`src/ttpm_pkg.sv`:
```
`default_nettype none

package ttpm_pkg;

  localparam int STORED_POINTS = 8;
  localparam int TRIP_WORDS    = 4;
  localparam int THR_BITS      = 16;
  localparam int CFG_DATA_BITS = 64;
  localparam int CFG_ADDR_BITS = 6;
  localparam int LEVEL_BITS    = 3;

  localparam int DEF_MAX_TRIPS = 8;
  localparam int DEF_TEMP_BITS = 16;

  localparam logic [2:0] REG_TRIP_COUNT    = 3'd0;
  localparam logic [2:0] REG_THROTTLE_TEMP = 3'd1;
  localparam logic [2:0] REG_TRIP_WORDS_A  = 3'd2;
  localparam logic [2:0] REG_TRIP_WORDS_B  = 3'd3;
  localparam logic [2:0] REG_TRIP_WORDS_C  = 3'd4;
  localparam logic [2:0] REG_TRIP_WORDS_D  = 3'd5;

  localparam logic [3:0]  RESET_TRIP_COUNT    = 4'd1;
  localparam logic [15:0] RESET_THROTTLE_TEMP = 16'hFFFF;

  typedef struct packed {
    logic [3:0]                   trip_count;
    logic [THR_BITS-1:0]          throttle_temp;
    logic [TRIP_WORDS-1:0][63:0]  trip_words;
  } cfg_t;

  // sel 0: up threshold, sel 1: down threshold
  function automatic logic [THR_BITS-1:0] trip_threshold(cfg_t cfg, logic [2:0] point,
                                                         logic sel);
    logic [63:0] w;
    logic [5:0]  sh;
    w  = cfg.trip_words[point[2:1]];
    sh = {point[0], sel, 4'b0000};
    return w[sh +: THR_BITS];
  endfunction

endpackage

`default_nettype wire

```
`src/ttpm_regs.sv`:
```
`default_nettype none

module ttpm_regs
  import ttpm_pkg::*;
(
  input  wire logic                     clk,
  input  wire logic                     rst,
  input  wire logic                     psel,
  input  wire logic                     penable,
  input  wire logic                     pwrite,
  input  wire logic [CFG_ADDR_BITS-1:0] paddr,
  input  wire logic [CFG_DATA_BITS-1:0] pwdata,
  output logic      [CFG_DATA_BITS-1:0] prdata,
  output cfg_t                          cfg
);

  logic [2:0] reg_index;
  logic       wr_en;

  assign reg_index = paddr[CFG_ADDR_BITS-1:3];
  assign wr_en     = psel && penable && pwrite;

  always_ff @(posedge clk) begin
    if (rst) begin
      cfg.trip_count    <= RESET_TRIP_COUNT;
      cfg.throttle_temp <= RESET_THROTTLE_TEMP;
      cfg.trip_words    <= '0;
    end else if (wr_en) begin
      case (reg_index)
        REG_TRIP_COUNT:    cfg.trip_count    <= pwdata[3:0];
        REG_THROTTLE_TEMP: cfg.throttle_temp <= pwdata[THR_BITS-1:0];
        REG_TRIP_WORDS_A:  cfg.trip_words[0] <= pwdata;
        REG_TRIP_WORDS_B:  cfg.trip_words[1] <= pwdata;
        REG_TRIP_WORDS_C:  cfg.trip_words[2] <= pwdata;
        REG_TRIP_WORDS_D:  cfg.trip_words[3] <= pwdata;
        default: ;
      endcase
    end
  end

  always_comb begin
    case (reg_index)
      REG_TRIP_COUNT:    prdata = {{(CFG_DATA_BITS-4){1'b0}}, cfg.trip_count};
      REG_THROTTLE_TEMP: prdata = {{(CFG_DATA_BITS-THR_BITS){1'b0}}, cfg.throttle_temp};
      REG_TRIP_WORDS_A:  prdata = cfg.trip_words[0];
      REG_TRIP_WORDS_B:  prdata = cfg.trip_words[1];
      REG_TRIP_WORDS_C:  prdata = cfg.trip_words[2];
      REG_TRIP_WORDS_D:  prdata = cfg.trip_words[3];
      default:           prdata = '0;
    endcase
  end

endmodule

`default_nettype wire

```
`src/thermal_trip_point_monitor.sv`:
```
`default_nettype none

// Thermal trip-point monitor with hysteresis. Takes one sample_temp transfer per clock
// when the result side is not stalled and returns exactly one result per sample
// (trip_level, notify, throttle): the sample is held in the input register, then the
// compare-and-update of the trip index and critical latch writes the result register. The
// throughput of one sample per cycle is set by that single update of the index and latch.
// Registers sit on an APB-style port at byte address 8*i (trip_count, throttle_temp,
// trip_words_a..d); write them only while the block is idle.

module thermal_trip_point_monitor
  import ttpm_pkg::*;
#(
  parameter int MAX_TRIPS = DEF_MAX_TRIPS,
  parameter int TEMP_BITS = DEF_TEMP_BITS
) (
  input  wire logic                     clk,
  input  wire logic                     rst,
  input  wire logic                     psel,
  input  wire logic                     penable,
  input  wire logic                     pwrite,
  input  wire logic [CFG_ADDR_BITS-1:0] paddr,
  input  wire logic [CFG_DATA_BITS-1:0] pwdata,
  output logic      [CFG_DATA_BITS-1:0] prdata,
  output logic                          pready,
  input  wire logic                     sample_valid,
  output logic                          sample_ready,
  input  wire logic [15:0]              sample_temp,
  output logic                          result_valid,
  input  wire logic                     result_ready,
  output logic      [LEVEL_BITS-1:0]    trip_level,
  output logic                          notify,
  output logic                          throttle
);

  localparam int CMP_BITS = (TEMP_BITS < THR_BITS) ? TEMP_BITS : THR_BITS;
  localparam int MAX_POINTS = (MAX_TRIPS < STORED_POINTS) ? MAX_TRIPS : STORED_POINTS;
  localparam logic [3:0] MAX_N = 4'(MAX_POINTS);

  cfg_t cfg;

  ttpm_regs u_regs (
    .clk     (clk),
    .rst     (rst),
    .psel    (psel),
    .penable (penable),
    .pwrite  (pwrite),
    .paddr   (paddr),
    .pwdata  (pwdata),
    .prdata  (prdata),
    .cfg     (cfg)
  );

  assign pready = 1'b1;

  logic                  s_valid;
  logic [CMP_BITS-1:0]   s_temp;
  logic [LEVEL_BITS-1:0] level;
  logic                  critical_done;
  logic                  advance;

  logic [3:0]            n_points;
  logic [LEVEL_BITS-1:0] top;
  logic [LEVEL_BITS-1:0] level_next;
  logic                  critical_done_next;
  logic                  throttle_next;
  logic [THR_BITS-1:0]   up_word;
  logic [THR_BITS-1:0]   dn_word;
  logic [CMP_BITS-1:0]   up_thr;
  logic [CMP_BITS-1:0]   dn_thr;
  logic [CMP_BITS-1:0]   crit_thr;

  assign advance      = s_valid && (!result_valid || result_ready);
  assign sample_ready = !s_valid || advance;

  always_comb begin
    n_points = cfg.trip_count;
    if (n_points == 4'd0) begin
      n_points = 4'd1;
    end
    if (n_points > MAX_N) begin
      n_points = MAX_N;
    end
    top = 3'(n_points - 4'd1);
  end

  assign up_word  = trip_threshold(cfg, 3'(level + 3'd1), 1'b0);
  assign dn_word  = trip_threshold(cfg, level, 1'b1);
  assign up_thr   = up_word[CMP_BITS-1:0];
  assign dn_thr   = dn_word[CMP_BITS-1:0];
  assign crit_thr = cfg.throttle_temp[CMP_BITS-1:0];

  always_comb begin
    level_next         = level;
    critical_done_next = critical_done;
    throttle_next      = 1'b0;
    if (level < top && s_temp >= up_thr) begin
      level_next = 3'(level + 3'd1);
    end else if (level != '0 && s_temp < dn_thr) begin
      level_next = 3'(level - 3'd1);
      if (level == top) begin
        critical_done_next = 1'b0;
      end
    end else if (level == top && s_temp >= crit_thr && !critical_done) begin
      critical_done_next = 1'b1;
      throttle_next      = 1'b1;
    end
  end

  always_ff @(posedge clk) begin
    if (rst) begin
      s_valid <= 1'b0;
    end else if (sample_ready) begin
      s_valid <= sample_valid;
    end
  end

  always_ff @(posedge clk) begin
    if (sample_ready && sample_valid) begin
      s_temp <= sample_temp[CMP_BITS-1:0];
    end
  end

  always_ff @(posedge clk) begin
    if (rst) begin
      level         <= '0;
      critical_done <= 1'b0;
      result_valid  <= 1'b0;
    end else begin
      if (advance) begin
        level         <= level_next;
        critical_done <= critical_done_next;
        result_valid  <= 1'b1;
      end else if (result_ready) begin
        result_valid  <= 1'b0;
      end
    end
  end

  always_ff @(posedge clk) begin
    if (advance) begin
      trip_level <= level_next;
      notify     <= (level_next != level);
      throttle   <= throttle_next;
    end
  end

  // throttle never coincides with an index change
  assert property (@(posedge clk) disable iff (rst)
    result_valid && throttle |-> !notify)
    else $error("throttle with notify");

  // throttle always leaves the latch set
  assert property (@(posedge clk) disable iff (rst)
    advance && throttle_next |=> critical_done)
    else $error("latch not set on throttle");

  // index moves at most one point per sample
  assert property (@(posedge clk) disable iff (rst)
    advance |=> (level == $past(level)) || (level == 3'($past(level) + 3'd1)) ||
                (level == 3'($past(level) - 3'd1)))
    else $error("trip index jumped");

  // the result register reports the live index
  assert property (@(posedge clk) disable iff (rst)
    advance |=> trip_level == level)
    else $error("result index mismatch");

endmodule

`default_nettype wire

```
`config.mk`:
```
export PLATFORM = sky130hd
export DESIGN_NAME = thermal_trip_point_monitor
export DESIGN_NICKNAME = d
export VERILOG_FILES = /design/src/ttpm_pkg.sv /design/src/ttpm_regs.sv /design/src/thermal_trip_point_monitor.sv
export SDC_FILE = /design/constraint.sdc
export NUM_CORES = 1
export LEC_CHECK = 0
export ABC_AREA = 1
export BUFFER_PORTS_ARGS = -buffer_cell sky130_fd_sc_hd__buf_2
export CORE_MARGIN = 8
export CORE_UTILIZATION = 51
export CTS_BUF_LIST = sky130_fd_sc_hd__clkbuf_16
export CTS_CLUSTER_DIAMETER = 200
export DETAILED_ROUTE_END_ITERATION = 7
export GPL_TIMING_DRIVEN = 0
export PLACE_DENSITY = 0.73
export SYNTH_ARGS = -nofsm -noshare
export SYNTH_HDL_FRONTEND = slang
export SYNTH_SLANG_ARGS = --single-unit
export TNS_END_PERCENT = 50
```
`constraint.sdc`:
```
create_clock -name clk -period 4.45 [get_ports clk]
set_input_delay 0.89 -clock clk [delete_from_list [all_inputs] [get_ports clk]]
set_output_delay 0.89 -clock clk [all_outputs]
set_load 0.005 [all_outputs]
```
## Yosys cells after proc, flatten, opt, wreduce, memory -nomap -nowiden

Index checks and enable logic that the tools add are counted.

- Bits in registers: 303
- Output and inout bits: 72

- Add/sub/neg operators: 3
- Magnitude comparators: 7
- Eq/ne operators: 8
- Shift operators: 2
- Muxes and demuxes: 15
- Bitwise logic cells: 1
- Reduce and logical (&&, ||, !) cells: 26

Operators with widths:

| operator | number |
|---|---|
| case mux 64 bit (6 select lines) | 1 |
| binary-select mux 64 bit (select 2 bit) | 2 |
| two-way mux 64 bit | 2 |
| indexed part select 64 x 7 -> 16 bit | 2 |
| >= comparator 16 bit | 2 |
| < comparator 16 bit | 1 |
| AND reduction 2 bit | 6 |
| two-way mux 3 bit | 3 |
| logical AND 1 bit | 8 |
| == test 3 x 2 -> 1 bit, second input constant | 2 |
| == test 3 bit, second input constant | 2 |
| < comparator 2 x 3 -> 1 bit, second input constant | 2 |
| two-way mux 1 bit | 6 |
| subtractor 3 x 1 -> 3 bit, second input constant | 2 |
| > comparator 4 bit, second input constant | 1 |
| zero test 4 bit | 1 |
| two-way mux 4 bit | 1 |
| AND reduction 4 bit | 1 |
| nonzero test 2 bit | 2 |
| adder 3 x 1 -> 3 bit, second input constant | 1 |
| == test 3 x 1 -> 1 bit, second input constant | 1 |
| == test 3 bit | 1 |
| zero test 1 bit | 3 |
| zero test 3 bit | 1 |
| 7 further kinds | 8 |

## Logic depth before layout (Yosys ltp)

- Word-level depth: 10
- Gate-level depth with buffers: 25

## Modules after synthesis

Synthesis repeated with hierarchy kept, for this count alone.

- Cell total of the unflattened synthesis: 2741
- Area total of the unflattened synthesis: 17312.9 µm²

By module, submodules not included:

| module | instances | cells each | area each (µm²) | seq. area each (µm²) |
|---|---|---|---|---|
| ttpm_regs | 1 | 2027 | 12919.9 | 5525.3 |
| thermal_trip_point_monitor | 1 | 714 | 4393.0 | 750.7 |

## Worst setup path after synthesis

No wires, ideal clock.

- Path type: flip-flop to flip-flop
- Start point: register level[0]
- End point: register trip_level[2], data pin
- Setup time: 251 ps
- Data arrival time: 3189 ps
- Data required time: 4199 ps
- Slack: 1011 ps
- Stages on the path, launching flop included: 24
- Path through: dfxtp_1 > buf_2 > inv_2 > clkbuf_1 > ha_1 > clkbuf_1 > inv_1 > clkbuf_1 > nand2_1 > a31oi_1 > a32o_1 > inv_1 > ha_1 > nand2_1 > inv_1 > nand3_1 > nor3_1 > nand3_1 > nand3_1 > nand2_1 > inv_1 > nand2_1 > nand2_1 > inv_1

- Longest elaborated chain between the ends: 7
- Elaborated cells between the ends (all ways): 14
- Classes of those cells: 2 x add/sub; 3 x order compare; 2 x shift; 4 x mux; 3 x reduce/logical

Ends and longest elaborated chain:

| what | RTL line | RTL |
|---|---|---|
| start: declaration | thermal_trip_point_monitor.sv:58 | `logic [LEVEL_BITS-1:0] level;` |
| start signal: assignment | thermal_trip_point_monitor.sv:131 | `level <= level_next;` |
| adder 3 x 1 -> 3 bit | thermal_trip_point_monitor.sv:87, thermal_trip_point_monitor.sv:98 |  |
| binary-select mux 64 bit (select 2 bit) | ttpm_pkg.sv:36 | `w = cfg.trip_words[point[2:1]];` |
| two-way mux 64 bit (not written as such) | ttpm_pkg.sv:36 |  |
| indexed part select 64 x 7 -> 16 bit | ttpm_pkg.sv:38 | `return w[sh +: THR_BITS];` |
| >= comparator 16 bit | thermal_trip_point_monitor.sv:97 | `if (level < top && s_temp >= up_thr) begin` |
| logical AND 1 bit | thermal_trip_point_monitor.sv:97 |  |
| two-way mux 3 bit (*) | thermal_trip_point_monitor.sv:97 |  |
| named net level_next[2] | thermal_trip_point_monitor.sv:64 | `logic [LEVEL_BITS-1:0] level_next;` |
| end signal: assignment | thermal_trip_point_monitor.sv:142 | `trip_level <= level_next;` |
| end: declaration | thermal_trip_point_monitor.sv:31 | `output logic [LEVEL_BITS-1:0] trip_level,` |

Mark *: on every way through the listed nets, which the timed path passes. The rest lies on a longest branch. The select of a mux whose other input is x is not followed.
A chain may end at the register's enable or synchronous reset.

## Final worst setup path

- Start point: input port paddr[3]
- End point: output port prdata[32]

- Longest elaborated chain between the ends: 2
- Elaborated cells between the ends (all ways): 7
- Classes of those cells: 5 x eq/ne; 1 x mux; 1 x reduce/logical

Ends and longest elaborated chain:

| what | RTL line | RTL |
|---|---|---|
| start: declaration | thermal_trip_point_monitor.sv:22 | `input wire logic [CFG_ADDR_BITS-1:0] paddr,` |
| == test 3 bit, or another cell as far along | ttpm_regs.sv:42 | `case (reg_index)` |
| case mux 64 bit (6 select lines) (*) | ttpm_regs.sv:42 |  |
| end: declaration | thermal_trip_point_monitor.sv:24 | `output logic [CFG_DATA_BITS-1:0] prdata,` |

Mark *: on every way between the ends. The rest lies on a longest branch, timed or not.

==> results.md <==
- Status: finished with violations
- Failing checks: DRC
- Lkg Pwr: 7.096 nW
- Die height: 188.9 um
- Seq/Total Area, Yosys: 41.19%
- Sum Neg Setup Slack: 0 ns
- Routed vias/inst: 6.308
- Hold Crit Class: reg -> reg
- Count of final max-slew check failures: 0
- Worst slew pin tran: 1.215 ns
- Cell area after layout: 17610 um^2
- Number of clock sinks: 303
- Setup Viol. Count Final: 0
- Nature of the critical path endpoint: primary output
- Netlist cell types: 36
- Worst path required time: 3.56 ns
- Tmin final: 4.237 ns
- Clk_lat worst skew: 0.53 ns
- Max transition margin: 18.98%
- DP Cell Count: 2663
- Largest net degree at the start of global routing: 21
- Setup Buffers After CTS: 0
- Clock Pin Slew Worst Setup and Hold Paths: 0.06 ns
- WL final: 66820 um
- First drt pass iteration count: 8
- CP max FO: 10
- DRT iter0 DRCs: 2311
- Startpoint type of the worst setup path: input port
- Root buffer cell: clkbuf_16
- DP Area: 16530 um^2
- WS Path Type: in -> out
- DRC: 1
- FP Rows: 63
- Antenna violations before repair: 1
- Die area: 35670 um^2
- Max Clk Rate: 236.0 MHz
- VDD IR max: 0.2650 mV
- CTS tree: built
- Share of cells above drive strength 1: 11.53%
- Via Count: 17180
- First-pass GRT wire length: 98680 um
- Pwr dens: 374.2 nW/um^2
- Synth Cell Area: 15240 um^2
- Vias in the first global route: 16460
- PortBufs: 160
- Yosys warns: 0
- Crit path arrival time: 3.35 ns
- Fin. Hold Viols: 0
- Unrepaired setup endpoints after global routing: no
- I/O pin cnt: 165
- Post-CTS Hold Buffers: 0
- Dpl hpwl: 47400 um
- Synth Area per Inst: 7.212 um^2
- Grt total ovfl: 0
- TritonCTS Buffers: 35
- H-tree levels: 2
- Post-layout nets: 2455
- Total global routing track utilization: 36.01%
- ANT nets after route: 0
- Cell count after synthesis: 2113
- Clock Skew: 0.01169 ns
- Syn Nets: 2260
- Tot Pwr: 6.591 mW
- Initial Util: 51.55%
- Period utilization: 95.22%
- Seq cells post-synth: 303
- Max clock buf depth: 3
- Fin util: 59.59%
- Gpl congestion: 1.012
- Core footprint: 29560 um^2
- Layout area overhead: 15.59%
- Finished Layout Cells: 2724
- Routed len/inst: 24.53 um
- Max cap viols: 0
- Die Wd: 188.9 um
[state kept, by name, summed over array words and instances (netlist names)]
signal,count
level,3
s_valid,1
critical_done,1
trip_level,3
u_regs.cfg,276
throttle,1
s_temp,16
result_valid,1
notify,1
[metrics by stage]
| step | hold WS (ns) | worst slack (ns) |
|---|---|---|
| 3_3_place_gp | 0.4537 | -0.6109 |
| 2_1_floorplan | 0.4374 | 1.011 |
| 3_5_place_dp | 0.4607 | -0.6499 |
| 6_report | 0.4741 | 0.2128 |
| 4_1_cts | 0.4722 | 0.08718 |
| 5_1_grt | 0.4873 | 0.01337 |
[synth_stat cells, drive strengths merged]
library cell  count  share of area (%)
a211o             1              0.057
a211oi            2              0.099
a21oi           165                5.4
a221oi           14               0.80
a22oi            51                2.5
a31oi            14               0.57
a32o             14               0.92
buf              37                1.2
clkbuf          124                3.1
clkinv            2              0.049
conb              1              0.025
dfxtp           282                 37
edfxtp           21                4.1
ha               54                4.4
inv             155                3.8
nand2           244                6.1
nand3            55                1.8
nand4             1              0.041
nor2            386                9.6
nor3              7               0.38
o2111ai           2               0.11
o211ai           94                4.6
o21a              1              0.049
o21ai           367                 12
o221ai           12               0.69
o22ai             4               0.16
xor2              3               0.17
[final cells by class]
cell class / count / area [um^2]
fillers: 2813 / 11950
multi-input cells: 1492 / 7730
flip-flops and latches: 303 / 6276
clock buffers: 37 / 925.9
repair buffers: 160 / 800.8
plain buffers: 159 / 671.9
inverters: 157 / 589.3
well taps: 390 / 488.0
clock inverters: 25 / 130.1
diodes: 1 / 2.502
[where the power goes]
part	total, mW	switching, mW	internal (mW)
clock network	2.74	1.18	1.55
registers	2.85	0.0494	2.80
logic	1.01	0.715	0.292
total	6.59	1.95	4.64
[kinds of logic (layout without fill, tap and decap cells)]
kind of cell | count (synthesis) | in the layout | synth area share, %
buf+inv | 318 | 538 | 8.162
other cells | 1 | 2 | 0.02461
xor+xnor | 3 | 3 | 0.1725
fa+ha+maj | 54 | 54 | 4.434
simple gates | 693 | 693 | 17.91
compound gates | 741 | 741 | 28.11
flops | 303 | 303 | 41.19
[final timing paths]
check | start | to | slack (ns) | cells after the start
min | u_regs.cfg[92]$_SDFFE_PP0P_ | u_regs.cfg[92]$_SDFFE_PP0P_ | 0.47 | 2
max reg2reg | level[0]$_SDFFE_PP0P_ | trip_level[2]$_DFFE_PP_ | 0.22 | 22
max | paddr[3] | prdata[32] | 0.21 | 8
min reg2reg | u_regs.cfg[92]$_SDFFE_PP0P_ | u_regs.cfg[92]$_SDFFE_PP0P_ | 0.47 | 2
[critical path: stages]
cell and delay, ns:
buf_2 0.13, inv_1 0.10, nor3_1 0.23, clkbuf_1 0.41
clkbuf_1 0.94, a22oi_1 0.17, o211ai_1 0.25, buf_2 0.19
[layer usage]
metal  vias to the layer above  GRT usage [%]  share of wire [%]
met5                         -              0              0.016
met4                         2          26.22                7.9
met2                      1334          52.49                 42
met3                       345          11.50                 14
met1                      7884          44.20                 37
li1                       7619              -                  -
[cell usage in the layout (no fill, tap or decap), types with 53 or more instances in the layout]
master,netlist,layout
nand3_1,55,55
nor2_1,384,384
buf_2,28,190
nand2_1,240,239
o21ai_0,365,365
clkbuf_1,124,111
a21oi_1,165,165
inv_1,147,156
ha_1,54,53
dfxtp_1,282,282
o211ai_1,94,94
[repair_timing]
item | in CTS | in global routing
endpoints found under the setup margin | 9 | 8
gates resized for setup | 15 | 8
endpoints found under the hold margin | 0 | 0
gates cloned | 0 | 0
No activity file was read; power rests on OpenSTA's default activity.
